$ cat src/rtl/nearest_box_match_blend_top_defines.svh
// Assertion helpers for the box match block.
`ifndef NEAREST_BOX_MATCH_BLEND_TOP_DEFINES_SVH
`define NEAREST_BOX_MATCH_BLEND_TOP_DEFINES_SVH

// Same-cycle implication, sampled on the rising clock edge, off during reset.
`define NBM_ASSERT_SAME(label, ante, cons, msg) \
   label: assert property (@(posedge clock) disable iff (reset) (ante) |-> (cons)) \
      else $error(msg);

// Next-cycle implication.
`define NBM_ASSERT_NEXT(label, ante, cons, msg) \
   label: assert property (@(posedge clock) disable iff (reset) (ante) |=> (cons)) \
      else $error(msg);

`endif

$ cat src/rtl/nbm_ram.sv
module nbm_ram #(
   parameter int WIDTH = 8,
   parameter int DEPTH = 64,
   localparam int AW   = (DEPTH > 1) ? $clog2(DEPTH) : 1
) (
   input  logic             clock,
   input  logic             wr_en,
   input  logic [AW-1:0]    wr_addr,
   input  logic [WIDTH-1:0] wr_data,
   input  logic [AW-1:0]    rd_addr,
   output logic [WIDTH-1:0] rd_data
);

   logic [WIDTH-1:0] mem_ff [DEPTH];
   logic [WIDTH-1:0] rd_data_ff;

   always_ff @(posedge clock) begin
      if (wr_en) begin
         mem_ff[wr_addr] <= wr_data;
      end
      rd_data_ff <= mem_ff[rd_addr];
   end

   assign rd_data = rd_data_ff;

endmodule

$ cat config.mk
export PLATFORM = sky130hd
export DESIGN_NAME = nbm_ram
export DESIGN_NICKNAME = d
export VERILOG_FILES = /design/src/rtl/nearest_box_match_blend_top_defines.svh /design/src/rtl/nbm_ram.sv
export SDC_FILE = /design/constraint.sdc
export NUM_CORES = 1
export LEC_CHECK = 0
export ABC_CLOCK_PERIOD_IN_PS = 2900
export BUFFER_PORTS_ARGS = -buffer_cell sky130_fd_sc_hd__buf_2
export CAP_MARGIN = 20
export CORE_MARGIN = 3
export CORE_UTILIZATION = 38
export DETAILED_ROUTE_END_ITERATION = 16
export PLACE_DENSITY = 0.57
export REMOVE_ABC_BUFFERS = 1
export SLEW_MARGIN = 5
export SYNTH_ARGS = -nofsm -noshare
export SYNTH_HDL_FRONTEND = slang
export SYNTH_SLANG_ARGS = --single-unit
$ cat constraint.sdc
create_clock -name clock -period 2.9 [get_ports clock]
set_clock_uncertainty 0.1 [all_clocks]
set_input_delay 0.58 -clock clock [delete_from_list [all_inputs] [get_ports clock]]
set_output_delay 0.58 -clock clock [all_outputs]
set_load 0.005 [all_outputs]
After elaboration in Yosys (flattened, before gate mapping):

Memories as Yosys holds them, arrays and structs flattened. A register that Yosys moved wholly into a read port is not among the register bits.
Index checks and enable logic that the tools add are counted.

* flip-flop bits (word level): 0
* bits in latches: 0
* memory bits (writable): 512
* bits in read-only memories: 0
* input port bits: 22
* output and inout bits: 8
* logic and storage cells: 3
* memories: 1

Memories
* mem_ff: words 64, width 8, rd ports 1, clocked after memory_dff 1, wr ports 1, line nbm_ram.sv:14 `logic [WIDTH-1:0] mem_ff [DEPTH];`

* add/subtract/negate cells: 0
* multiply operators: 0
* divide/modulo/power cells: 0
* order comparisons: 0
* equal/unequal tests: 0
* shifts and indexed selects: 0
* muxes and demuxes: 2
* bitwise logic cells: 0
* reduce and logical (&&, ||, !) cells: 0

Operator list (count)
* 2-to-1 mux 1 bit: 2

Depth between registers and ports, before layout:

* depth after elaboration: 2
* depth in mapped cells: 9
* gate-level depth less buffers: 5

Worst setup path before layout:

Ideal clock, no wire load.

* path kind: input to register
* start: in rd_addr[1]
* end: reg rd_data_ff[3] (netlist: rd_data[3]) (read register of mem_ff)
* data arrival time: 2120 ps
* data required time: 2672 ps
* slack: 552 ps
* cell stages on the path: 7
* cells stage by stage: buf_4 buf_2 buf_2 mux4_2 mux4_2 o21ai_1 o41ai_1

RTL lines
* start, declared: line nbm_ram.sv:10 `input logic [AW-1:0] rd_addr,`
* end, declared: line nbm_ram.sv:15 `logic [WIDTH-1:0] rd_data_ff;`

==> results.cfg <==
[synth]
ys_warn_count = 0
synth_cell_types = 40
synth_compound_area_share_pct = 2.07
postSynthCellCount = 940
synth-adder-area-share_pct = 0
synth_xor_area_share_pct = 0
syn_area_per_cell_um2 = 21.5
synthMuxAreaShare_pct = 15.9
ys_ff_latch = 520
synthSimpleGateAreaFrac_pct = 3.39
synth_top_family_by_area = multiplexers
syn-cell-area_um2 = 20200
yosysSeqAreaShare_pct = 77.0

[critical_path]
regToRegStartpoint = mem_ff[21][4]
crit_path_max_fanout = 10
cp-endpoint = rd_data[1]
r2r_slack_ns = 0.84
crit_type = in2reg
startpoint = rd_addr[0]
worstPathRequired_ns = 3.28
crit_path_end_kind = register
ff2ff_path_depth = 5
worstReg2RegEnd = rd_data[4]
worstPathArrival_ns = 2.51
start_kind = input pin

[finish]
drive_gt1_share_pct = 33.9
syn_to_final_growth_pct = 18.0
nets = 1131
final_cell_area_um2 = 23800

[cts]
clkTransAtPathRegs_ns = 0.06
cts_max_level = 2
clock_sinks = 520
root_buffer = clkbuf_16
cts-buffers-inserted = 54
clk_latency_ns = 0.59
cts_resized = 0
hold_buffers = 0
cts_max_path_buffers = 3
cts_setup_buffers = 0
cts_tree = done

[grt]
grt_max_degree = 65
grt_usage_pct = 17.3
grt_pass1_vias = 10281
gr-usage-met3_pct = 3.53
use_met2_pct = 26.7
grt_util_met1_pct = 25.5
grt_pass1_wl_um = 71200
grt_antenna_before_repair = 2
gr-total-overflow = 0
busiest_layer = met2

[place]
globalplace.congestion = 0.802
placed_cell_area_um2 = 22100
preCtsSetupSlack_ns = 0.147
io_buffer_count = 29
place.detailed.hpwl_um = 30800

[floorplan]
initial_core_util_pct = 38.8
die_x_um = 236
dieArea_um2 = 55900
io_pins = 30
rows = 83
die_h_um = 236
core_area_um2 = 51900

[timing]
slew_viol_final = 0
setup_slack_ns = 0.764
finalCriticalPeriod_ns = 2.14
slew_headroom_pct = 50.2
finalSetupTns_ns = 0
worst_pin_slew_ns = 0.747
fmax_mhz = 468
rsz0062_at_grt = false
min_period_over_period_pct = 73.6
setup_viol = 0
hold_slack_ns = 0.321
finalHoldViolCount = 0

[drt]
ant_nets = 0
dr.pass1.iters = 5
drc = 0
routedWlPerCell_um = 26.2
drt_iter0_markers = 1041
vias = 9962
wl_um = 48100
vias_per_cell = 5.43

[status]
status = complete, no violations

[min_path]
hp-class = in2reg
hold_path_depth = 3

[pwr]
ir_drop_v = 0.000452
leakagePower_nw = 7.69
power.density_nw_per_um2 = 671

[run]
cap_viol_max_count = 0
[layer usage]
layer / part of all wire (%) / wire length, µm
met1: 44 / 21200
met2: 47 / 22500
met3: 7.5 / 3600
met4: 1.7 / 834
met5: 0 / 0
[sequential cells by signal, summed over array words and instances, names as in the netlist]
name     count
mem_ff     512
rd_data      8
[worst min path at each step]
stage                              from            to
after global placement    mem_ff[30][4]    rd_data[4]
after CTS                    rd_addr[5]    rd_data[0]
final                        rd_addr[5]    rd_data[0]
after global routing         rd_addr[5]    rd_data[0]
after floorplan              wr_data[0]  mem_ff[0][0]
after detailed placement  mem_ff[30][6]    rd_data[6]
[synthesized netlist by cell type]
cell | count | area [µm²]
clkbuf_1 | 17 | 63.8
buf_1 | 4 | 15.0
buf_2 | 11 | 55.1
nor4_1 | 2 | 12.5
nand4b_1 | 1 | 8.76
o2bb2ai_1 | 3 | 26.3
o41ai_1 | 2 | 17.5
buf_6 | 4 | 45.0
buf_4 | 13 | 97.6
dfxtp_1 | 8 | 160
o221a_2 | 2 | 22.5
o21ai_0 | 2 | 10.0
nor3_1 | 7 | 35.0
and2_1 | 1 | 6.26
a21oi_1 | 3 | 15.0
buf_12 | 2 | 40.0
nor2b_1 | 14 | 87.6
nand2b_1 | 7 | 43.8
o32ai_1 | 2 | 17.5
mux4_2 | 126 | 2840
o21ai_1 | 2 | 10.0
o221ai_1 | 8 | 70.1
o311ai_1 | 1 | 8.76
nand4_1 | 2 | 12.5
edfxtp_1 | 512 | 15400
mux2_2 | 13 | 146
a22oi_1 | 3 | 22.5
o21a_1 | 2 | 15.0
a2111oi_0 | 2 | 17.5
a31oi_1 | 1 | 6.26
nand3b_1 | 3 | 22.5
mux2i_1 | 23 | 230
a211oi_1 | 4 | 30.0
o2111ai_1 | 3 | 26.3
o22ai_1 | 8 | 50.1
a221oi_1 | 6 | 52.6
nand2_1 | 19 | 71.3
nand3_1 | 13 | 65.1
nor2_1 | 83 | 312
or3_1 | 1 | 6.26
[power by group]
group,internal (mW),leakage (nW),switching [mW]
logic,0.351,2.16,0.503
clock network,3.91,0.857,2.86
registers,8.32,4.67,0.0322
[logic make-up (layout without fill, tap and decap cells)]
family,after synthesis,in the layout
other cells,0,1
buf+inv,51,264
compound gates,54,54
mux,162,162
flops,520,520
simple gates,153,153
[through the flow]
| step | std cells | utilization (%) | total power [mW] |
|---|---|---|---|
| after global placement | 1733 | 42.5 | 9.36 |
| after floorplan | 889 | - | 8.81 |
| after CTS | 1833 | 45.8 | 16.1 |
| after detailed placement | 1733 | 42.5 | 9.37 |
| final | 1834 | 45.8 | 16.0 |
| after global routing | 1833 | 45.8 | 16.5 |
[worst max-delay path, stage by stage]
cell,delay (ns)
clkbuf_8,0.21
buf_4,0.23
mux4_2,0.54
mux4_2,0.45
nor2_1,0.24
nor3_1,0.10
o2bb2ai_1,0.14
[placed cells by master (no fill, tap or decap), types with 4 or more instances in the layout]
cell          n
edfxtp_1    512
clkinvlp_4    4
buf_4       122
clkbuf_1      4
nor2b_1      14
o22ai_1       8
nand2b_1      7
dfxtp_1       8
nor3_1        7
a211oi_1      4
o221ai_1      8
mux2_2       13
mux4_2      126
clkinv_2     17
bufinv_16     5
clkbuf_16    55
buf_2        26
mux2i_1      23
nor2_1       83
nand2_1      19
nand3_1      13
buf_12       15
a221oi_1      6
clkinv_1     10
[final cells by class]
class                   instances  area, µm²
diodes                          1       2.50
clock buffers                  59       1390
clock inverters                41        347
fillers                      4366      28100
multi-input cells             369       4320
flip-flops and latches        520      15500
well taps                     680        851
repair buffers                164       1360
(Power assumes the default switching activity.)
